==> config.mk <==
export PLATFORM = sky130hd
export DESIGN_NAME = battery_level_smoother
export DESIGN_NICKNAME = d
export VERILOG_FILES = /design/src/sv/bls_pkg.sv /design/src/sv/bls_adc_map.sv /design/src/sv/bls_step.sv /design/src/sv/battery_level_smoother.sv
export SDC_FILE = /design/constraint.sdc
export NUM_CORES = 1
export LEC_CHECK = 0
export BUFFER_PORTS_ARGS = -buffer_cell sky130_fd_sc_hd__buf_4
export CORE_UTILIZATION = 38
export CTS_CLUSTER_DIAMETER = 40
export CTS_CLUSTER_SIZE = 24
export DETAILED_ROUTE_END_ITERATION = 16
export GPL_TIMING_DRIVEN = 0
export PLACE_DENSITY = 0.6
export SYNTH_ARGS = -nofsm -noshare
export SYNTH_HDL_FRONTEND = slang
export SYNTH_SLANG_ARGS = --single-unit
==> constraint.sdc <==
create_clock -name clk -period 5.3 [get_ports clk]
set_input_delay 0.795 -clock clk [delete_from_list [all_inputs] [get_ports clk]]
set_output_delay 0.795 -clock clk [all_outputs]
set_load 0.05 [all_outputs]
==> src/sv/bls_pkg.sv <==
// Package for the battery level smoother: payload, config and state types, codes.
// No dependencies; every other file but bls_adc_map takes names from here by scope.
`timescale 1ns / 1ps
`default_nettype none

package bls_pkg;

  localparam int TIME_BITS_DEF = 32;

  localparam logic [3:0] MAX_MISSES_RST = 4'd5;
  localparam logic [7:0] GAP_SECONDS_RST = 8'd15;
  localparam logic [6:0] LEVEL_MAX = 7'd100;

  // Configuration register indexes
  typedef enum logic [1:0] {
    CFG_PMIC_MODE   = 2'd0,
    CFG_MAX_MISSES  = 2'd1,
    CFG_GAP_SECONDS = 2'd2
  } cfg_index_t;

  typedef struct packed {
    logic        gauge_ok;
    logic [7:0]  gauge_byte;
    logic        status_ok;
    logic [7:0]  status_byte;
    logic [9:0]  sar_sample;
    logic        charger_pin;
    logic        time_ok;
    logic [31:0] now_seconds;
  } item_t;

  typedef struct packed {
    logic       published;
    logic [6:0] level;
    logic       charging;
  } result_t;

  typedef struct packed {
    logic       pmic_mode;
    logic [3:0] max_misses;
    logic [7:0] gap_seconds;
  } cfg_t;

  // Everything the smoother carries between ticks except the time stamp
  typedef struct packed {
    logic [6:0] held_level;
    logic       held_level_known;
    logic [3:0] miss_count;
    logic       held_power;
    logic       held_power_known;
    logic       power_now;
    logic       first_pass;
    logic [6:0] eased_level;
  } state_t;

endpackage

`default_nettype wire

==> src/sv/bls_adc_map.sv <==
// Piecewise-linear map of the raw SAR sample to a 0..100 percentage.
// Pure combinational; no package use.
`timescale 1ns / 1ps
`default_nettype none

module bls_adc_map (
  input  wire logic [9:0] sample,
  output logic      [6:0] level
);

  logic [9:0]  upper;
  logic [14:0] mid;
  logic [4:0]  k;

  always_comb begin
    upper = sample - 10'd478;
    // 17*s - 8544, then truncate by 8; positive throughout this band
    mid   = ({1'b0, sample, 4'b0000} + {5'b00000, sample}) - 15'd8544;
    k     = sample[4:0];
    if (sample >= 10'd528) begin
      level = (upper > 10'd100) ? 7'd100 : upper[6:0];
    end else if (sample >= 10'd512) begin
      level = mid[9:3];
    end else if (sample >= 10'd480) begin
      // 0.51613*s - 243.742 over 480..511 is 4.0004 + 0.51613*k:
      // floor gives 4 + k/2, plus one at the top code
      level = 7'd4 + {3'b000, k[4:1]} + {6'b0, (k == 5'd31)};
    end else begin
      level = 7'd0;
    end
  end

endmodule

`default_nettype wire

==> src/sv/bls_step.sv <==
// Next-state and result logic for one tick of the battery level smoother.
// Uses bls_pkg types and bls_adc_map.
`timescale 1ns / 1ps
`default_nettype none

module bls_step #(
  parameter int TIME_BITS = bls_pkg::TIME_BITS_DEF
) (
  input  wire bls_pkg::item_t   item,
  input  wire bls_pkg::cfg_t    cfg,
  input  wire bls_pkg::state_t  state,
  input  wire logic [((TIME_BITS < 32) ? TIME_BITS : 32)-1:0] tick_stamp,
  output bls_pkg::state_t       state_next,
  output logic [((TIME_BITS < 32) ? TIME_BITS : 32)-1:0] tick_stamp_next,
  output bls_pkg::result_t      result
);

  localparam int TW = (TIME_BITS < 32) ? TIME_BITS : 32;

  logic [6:0]    adc_level;
  logic [6:0]    gauge;
  logic          gauge_good;
  logic [4:0]    miss_inc;
  logic [6:0]    cur;
  logic          cur_ok;
  logic          power;
  logic [TW-1:0] now_t;
  logic [TW-1:0] diff;
  logic          gap;
  logic          snap;

  bls_adc_map u_adc (
    .sample (item.sar_sample),
    .level  (adc_level)
  );

  always_comb begin
    state_next      = state;
    tick_stamp_next = tick_stamp;
    gauge           = item.gauge_byte[6:0];
    gauge_good      = item.gauge_ok && (gauge <= bls_pkg::LEVEL_MAX);
    miss_inc        = {1'b0, state.miss_count} + 5'd1;
    now_t           = item.now_seconds[TW-1:0];
    diff            = now_t - tick_stamp;
    cur             = adc_level;
    cur_ok          = 1'b1;
    power           = item.charger_pin;
    gap             = 1'b0;
    snap            = 1'b0;

    // Level source
    if (cfg.pmic_mode) begin
      cur = state.held_level;
      if (gauge_good) begin
        cur                         = gauge;
        state_next.miss_count       = 4'd0;
        state_next.held_level       = gauge;
        state_next.held_level_known = 1'b1;
      end else if (state.held_level_known) begin
        state_next.miss_count = miss_inc[4] ? 4'd15 : miss_inc[3:0];
        cur_ok                = (miss_inc <= {1'b0, cfg.max_misses});
      end else begin
        cur_ok = 1'b0;
      end
    end

    result.published = cur_ok;
    result.level     = state.eased_level;
    result.charging  = state.power_now;

    if (cur_ok) begin
      if (cfg.pmic_mode) begin
        if (item.status_ok) begin
          power                       = item.status_byte[7] | item.status_byte[4];
          state_next.held_power       = power;
          state_next.held_power_known = 1'b1;
        end else begin
          power = state.held_power_known & state.held_power;
        end
      end
      state_next.power_now = power;

      if (item.time_ok) begin
        // stored zero means no stamp yet; a backward step is not a gap
        gap = (tick_stamp != '0) && (now_t >= tick_stamp) &&
              (diff >= TW'(cfg.gap_seconds));
        tick_stamp_next = now_t;
      end

      snap = state.first_pass || gap || (state.power_now && !power);
      if (snap) begin
        state_next.first_pass  = 1'b0;
        state_next.eased_level = cur;
      end else if (state.eased_level < cur) begin
        state_next.eased_level = state.eased_level + 7'd1;
      end else if (state.eased_level > cur) begin
        state_next.eased_level = state.eased_level - 7'd1;
      end

      result.level    = state_next.eased_level;
      result.charging = power;
    end
  end

endmodule

`default_nettype wire

==> src/sv/battery_level_smoother.sv <==
// Battery level smoother, top level: item register, per-tick logic, result register.
// Depends on bls_pkg, bls_step and bls_adc_map.
//
// One battery check enters per clock and one result leaves per clock when the
// consumer does not stall. The item first waits in the item register, then the
// tick logic updates the smoother state as the item moves into the result
// register. The result register decouples the two sides, so a new item is
// taken while a finished result waits, and once the item register is occupied
// a stall on the result side backs up into item_stall in the same cycle.
// Configuration writes are always ready and should be issued only while no
// item is in flight.
`timescale 1ns / 1ps
`default_nettype none

module battery_level_smoother #(
  parameter int TIME_BITS = bls_pkg::TIME_BITS_DEF
) (
  input  wire logic             clk,
  input  wire logic             rst,
  input  wire logic             item_valid,
  output logic                  item_stall,
  input  wire bls_pkg::item_t   item,
  output logic                  result_valid,
  input  wire logic             result_stall,
  output bls_pkg::result_t      result,
  input  wire logic             cfg_valid,
  output logic                  cfg_ready,
  input  wire logic [1:0]       cfg_index,
  input  wire logic [7:0]       cfg_data
);

  localparam int TW = (TIME_BITS < 32) ? TIME_BITS : 32;

  bls_pkg::cfg_t    cfg;
  bls_pkg::state_t  state;
  bls_pkg::state_t  state_next;
  logic [TW-1:0]    tick_stamp;
  logic [TW-1:0]    tick_stamp_next;
  logic             hold_valid;
  bls_pkg::item_t   hold_item;
  bls_pkg::result_t step_result;
  logic             advance;

  assign cfg_ready  = 1'b1;
  assign advance    = hold_valid && (!result_valid || !result_stall);
  assign item_stall = hold_valid && !advance;

  bls_step #(.TIME_BITS(TIME_BITS)) u_step (
    .item            (hold_item),
    .cfg             (cfg),
    .state           (state),
    .tick_stamp      (tick_stamp),
    .state_next      (state_next),
    .tick_stamp_next (tick_stamp_next),
    .result          (step_result)
  );

  always_ff @(posedge clk) begin
    if (rst) begin
      cfg.pmic_mode   <= 1'b0;
      cfg.max_misses  <= bls_pkg::MAX_MISSES_RST;
      cfg.gap_seconds <= bls_pkg::GAP_SECONDS_RST;
    end else if (cfg_valid && cfg_ready) begin
      case (bls_pkg::cfg_index_t'(cfg_index))
        bls_pkg::CFG_PMIC_MODE:   cfg.pmic_mode   <= cfg_data[0];
        bls_pkg::CFG_MAX_MISSES:  cfg.max_misses  <= cfg_data[3:0];
        bls_pkg::CFG_GAP_SECONDS: cfg.gap_seconds <= cfg_data;
        default: ;
      endcase
    end
  end

  // Item register
  always_ff @(posedge clk) begin
    if (rst) begin
      hold_valid <= 1'b0;
    end else if (!item_stall) begin
      hold_valid <= item_valid;
    end
    if (!item_stall && item_valid) begin
      hold_item <= item;
    end
  end

  // Smoother state moves only when a tick transfers into the result register
  always_ff @(posedge clk) begin
    if (rst) begin
      state      <= '{first_pass: 1'b1, default: '0};
      tick_stamp <= '0;
    end else if (advance) begin
      state      <= state_next;
      tick_stamp <= tick_stamp_next;
    end
  end

  // Result register
  always_ff @(posedge clk) begin
    if (rst) begin
      result_valid <= 1'b0;
    end else if (advance) begin
      result_valid <= 1'b1;
    end else if (!result_stall) begin
      result_valid <= 1'b0;
    end
    if (advance) begin
      result <= step_result;
    end
  end

endmodule

`default_nettype wire

==> run summary <==
Compared with the post-synthesis result, the final layout area differs by 20.5%. The run gives 21300 um^2 as the area of the core. The switching power is 0.000866 W. Headroom to the max-slew limit came out at 30.6%.

Per report_power, the combinational group accounts for 20.2% of the total. The congestion estimate from routability-driven global placement came to 0.912. The fraction of final layout cells sized beyond drive strength 1 works out to 15.6%. The portion of synthesized cell area occupied by the leading cell type works out to 22.9%. After detailed routing, no signal wire sits above met4.

The number of flip-flops and latches in the synthesized netlist is 134. The total number of placement rows came out at 53. The run finished with clean final reports.

Final hold analysis gives a worst-case slack of 0.453 ns. Dividing the synthesized area by the synthesized cell count gives 8.86 um^2. The unique cell type count in the Yosys netlist is 75, and the synthesized net count is 1092. The width of the chip came out at 150 um.

Port buffering added 79 buffers. For this run, the detailed router's first-pass iteration total came to 5. The H-tree generated during clock tree synthesis spans 4 levels. Setup violations remaining at the end of the flow were counted as 0. Measured along the y axis, the die boundary spans 150 um.

Dividing total power by cell area gives a power density of 292 nW/um^2. The post-synthesis cell area is 8380 um^2, and the number of antenna violations at the first check in global routing is 0. For the total clock buffers created by CTS, the log shows 17.

For this run, the total global-route usage over all layers was measured as 20.1%. The worst path uses 97.0% of the clock period. The clock latency on the worst-skew pair is 0.43 ns, and the clock skew is 0.0130 ns. The final net count is 1198, and the post-layout minimum cycle time is 5.14 ns.

The count of cells in the finished layout, fillers not included, comes to 1339. After detailed routing, the met3 layer carries 1240 um of wire. The longest clock path from root to sink contains 2 buffers.

STA classifies the critical path startpoint as a flop. TritonCTS built the clock tree. Counting flops with an async set or reset pin after synthesis yields a share of 0%. Net switching share of the total power: 29.3%. In this run the remaining antenna-violating nets after routing total 0. The flip-flop and latch area came out at 3330 um^2. Sorting the synthesized cells by area gives the leading types as sky130_fd_sc_hd__edfxtp_1, sky130_fd_sc_hd__dfxtp_1, sky130_fd_sc_hd__ha_1, sky130_fd_sc_hd__a21oi_1, sky130_fd_sc_hd__nand2_1. At the worst endpoint, the required time is 5.48 ns. The run gives 9300 um as the detailed route wirelength on metal2. In this run the worst path has a maximum fanout of 10. After detailed routing, the number of remaining DRC violations is 0. Summed over all cells, the static leakage comes to 3.97 nW. STA classifies the critical path endpoint as a flop. After global routing the overflow that remains totals 0. The max-slew violation count is 0. The initial utilization of the core area, before any placement, comes to 39.4%. The internal power of the cells totals 0.00209 W. The area of the multi-input gates was 4740 um^2; the count of antenna diodes in the layout was 0. Number of endpoints with negative hold slack in the final report: 0. Sequential cells burn 39.8% of the power.

The sequential share of the synthesized area is 39.7%. The number of max-capacitance violations reported came out at 0. The buffer cell driving the clock tree root is sky130_fd_sc_hd__clkbuf_16. In this run, post-CTS hold repair placed 0 buffers. The post-route met1 wirelength was 10800 um.

The tools report the arrival time at the worst endpoint as 5.32 ns. The maximum ir drop on the vdd rail is 183 uV. Dividing the detail-routed wire length by the instance count gives 16.2 um. The share of total power dissipated in the clock network is 39.9%. The tools report the count of routing violations after the opening detailed-route iteration as 418.

Once placement completed, the tool counted placed cells totaling 1300. The logs give 0 for the count of warnings emitted by yosys and 21700 um for the aggregate routed wire length. Yosys mapped a number of flops with a built-in enable equal to 64. Detail-routed via count per cell: 5.37. The logs give 945 for the number of standard cells after synthesis and 0.194 GHz for the highest clock frequency the design can meet. The logs give 6777 for the number of global-route vias before repair and 89 for the number of top-level pins. Entering global routing, the biggest net connects 37 pins. The layout has 2061 filler cells. The clock drives 134 sinks.

The most used flip-flop cell after synthesis is sky130_fd_sc_hd__dfxtp_1. The transition time of the tightest slew-check pin is 1.03 ns, and the wire length of the first global-routing pass is 35300 um. Cell taking the most area after synthesis: sky130_fd_sc_hd__edfxtp_1. The clock slew at the register clock pins of the worst setup and hold paths came out at 0.06 ns. Detailed placement finished with a half-perimeter wire length of 16600 um. The floorplan die area was 22600 um^2. Kind of critical path: flop to flop.

The path class of the tightest hold or removal check is flop to flop. The routed layout has 7189 vias. The tools report the total negative slack for setup checks as 0 ns.
-- routing by layer --
metal	vias to the layer above	global-route usage [%]
li1	3636	-
met1	3326	29.0
met2	205	30.1
met3	22	3.70
met4	0	6.72
met5	-	0
-- cell families after synthesis --
| kind of cell | after synthesis | share of synthesized area [%] |
|---|---|---|
| multiplexers | 32 | 4.00 |
| flip-flops | 134 | 39.7 |
| XOR/XNOR | 31 | 3.24 |
| AO/OA/AOI/OAI | 242 | 18.7 |
| other | 1 | 0.0448 |
| AND/OR/NAND/NOR | 321 | 18.5 |
| adder cells (fa/ha/maj) | 70 | 10.6 |
| buffers and inverters | 114 | 5.18 |
-- Yosys cell counts, types with 11 or more instances --
library cell,count
sky130_fd_sc_hd__a21oi_1,88
sky130_fd_sc_hd__nor2_1,64
sky130_fd_sc_hd__inv_1,74
sky130_fd_sc_hd__o21ai_0,40
sky130_fd_sc_hd__edfxtp_1,64
sky130_fd_sc_hd__clkbuf_1,31
sky130_fd_sc_hd__o21a_1,13
sky130_fd_sc_hd__nand4_1,15
sky130_fd_sc_hd__xnor2_1,20
sky130_fd_sc_hd__a21o_1,14
sky130_fd_sc_hd__nor3_1,16
sky130_fd_sc_hd__dfxtp_1,70
sky130_fd_sc_hd__nor4_1,12
sky130_fd_sc_hd__nand2_1,104
sky130_fd_sc_hd__mux2i_1,20
sky130_fd_sc_hd__nand3_1,49
sky130_fd_sc_hd__xor2_1,11
sky130_fd_sc_hd__nand2b_1,16
sky130_fd_sc_hd__ha_1,68
-- power by group through the flow --
stage	Clock [W]	Combinational (W)	Sequential, W
2_1_floorplan	0	0.000385	0.00120
3_3_place_gp	0	0.000558	0.00120
3_5_place_dp	0	0.000566	0.00120
4_1_cts	0.00120	0.000577	0.00118
5_1_grt	0.00125	0.000662	0.00118
6_report	0.00118	0.000597	0.00118
-- per-stage QoR --
stage / utilization, % / total power (W) / cell area (um^2) / worst slack, ns
global placement: 43.8 / 0.00176 / 9310 / -0.259
floorplan: - / 0.00159 / 8380 / 0.490
detailed placement: 43.9 / 0.00176 / 9340 / -0.265
CTS: 46.8 / 0.00295 / 9970 / 0.0161
global route: 47.4 / 0.00309 / 10100 / -0.0380
finish: 47.4 / 0.00295 / 10100 / 0.156
-- timing repair --
action,in CTS,in global routing
cloned,0,0
endpoints found under the setup margin,13,13
gates resized for setup,6,18
pin swaps,2,8
setup buffers,2,6
-- flip-flops by register name, summed over array words and instances (netlist names) --
signal / cells
tick_stamp: 32
hold_valid: 1
result_valid: 1
result: 9
state: 23
cfg: 13
hold_item: 55
-- critical path, cell delays in order, from the launching register on --
cell and delay (ns):
sky130_fd_sc_hd__edfxtp_1 0.43, sky130_fd_sc_hd__ha_1 0.32, sky130_fd_sc_hd__nor2b_2 0.18, sky130_fd_sc_hd__o31ai_4 0.24, sky130_fd_sc_hd__and2_4 0.19, sky130_fd_sc_hd__o21ai_1 0.07, sky130_fd_sc_hd__xor2_1 0.15, sky130_fd_sc_hd__ha_1 0.31
sky130_fd_sc_hd__a221o_1 0.39, sky130_fd_sc_hd__a2111oi_2 0.37, sky130_fd_sc_hd__o211ai_1 0.16, sky130_fd_sc_hd__nor4_2 0.20, sky130_fd_sc_hd__nand4_1 0.18, sky130_fd_sc_hd__or4_4 0.53, sky130_fd_sc_hd__nor4_4 0.31, sky130_fd_sc_hd__a41oi_2 0.20
sky130_fd_sc_hd__buf_4 0.23, sky130_fd_sc_hd__mux2i_1 0.14, sky130_fd_sc_hd__mux2_2 0.28
-- cell type report --
cell class                 count  area share (%)
timing repair buffer          88            6.67
buffer                        38            1.50
inverter                      75            2.79
multi-input combinational    697            47.0
clock inverter                14            1.48
tap                          275            3.41
clock buffer                  18            4.25
sequential                   134            32.9
-- worst paths after layout --
| check | endpoint | startpoint | slack [ns] | cells past startpoint |
|---|---|---|---|---|
| hold reg to reg | state[22] | state[22] | 0.45 | 2 |
| hold / removal | state[22] | state[22] | 0.45 | 2 |
| setup reg to reg | result[3] | hold_item[1] | 0.16 | 18 |
| setup / recovery | result[3] | hold_item[1] | 0.16 | 18 |
-- cell usage in the layout (no fill, tap or decap), types with 4 or more instances in the layout --
| cell | count |
|---|---|
| sky130_fd_sc_hd__clkbuf_1 | 31 |
| sky130_fd_sc_hd__o21ai_1 | 10 |
| sky130_fd_sc_hd__and3_1 | 9 |
| sky130_fd_sc_hd__o22ai_1 | 4 |
| sky130_fd_sc_hd__nor3_1 | 16 |
| sky130_fd_sc_hd__mux2i_1 | 20 |
| sky130_fd_sc_hd__edfxtp_1 | 64 |
| sky130_fd_sc_hd__or4_1 | 5 |
| sky130_fd_sc_hd__o211ai_1 | 5 |
| sky130_fd_sc_hd__inv_6 | 4 |
| sky130_fd_sc_hd__clkbuf_16 | 17 |
| sky130_fd_sc_hd__a221o_1 | 4 |
| sky130_fd_sc_hd__xnor2_1 | 20 |
| sky130_fd_sc_hd__o21ai_0 | 37 |
| sky130_fd_sc_hd__buf_4 | 89 |
| sky130_fd_sc_hd__a311oi_1 | 4 |
| sky130_fd_sc_hd__buf_1 | 5 |
| sky130_fd_sc_hd__nor4_1 | 11 |
| sky130_fd_sc_hd__nor2_1 | 64 |
| sky130_fd_sc_hd__a31oi_1 | 8 |
| sky130_fd_sc_hd__ha_1 | 65 |
| sky130_fd_sc_hd__and2_1 | 5 |
| sky130_fd_sc_hd__mux2_2 | 10 |
| sky130_fd_sc_hd__o21a_1 | 13 |
| sky130_fd_sc_hd__a211oi_1 | 5 |
| sky130_fd_sc_hd__nand4_1 | 15 |
| sky130_fd_sc_hd__xor2_1 | 11 |
| sky130_fd_sc_hd__nand3_1 | 49 |
| sky130_fd_sc_hd__inv_1 | 74 |
| sky130_fd_sc_hd__dfxtp_1 | 68 |
| sky130_fd_sc_hd__nand2_1 | 104 |
| sky130_fd_sc_hd__a21oi_2 | 4 |
| sky130_fd_sc_hd__a21o_1 | 14 |
| sky130_fd_sc_hd__nand2b_1 | 15 |
| sky130_fd_sc_hd__a21oi_1 | 85 |
Note: power is estimated with default switching activity, not from simulation.
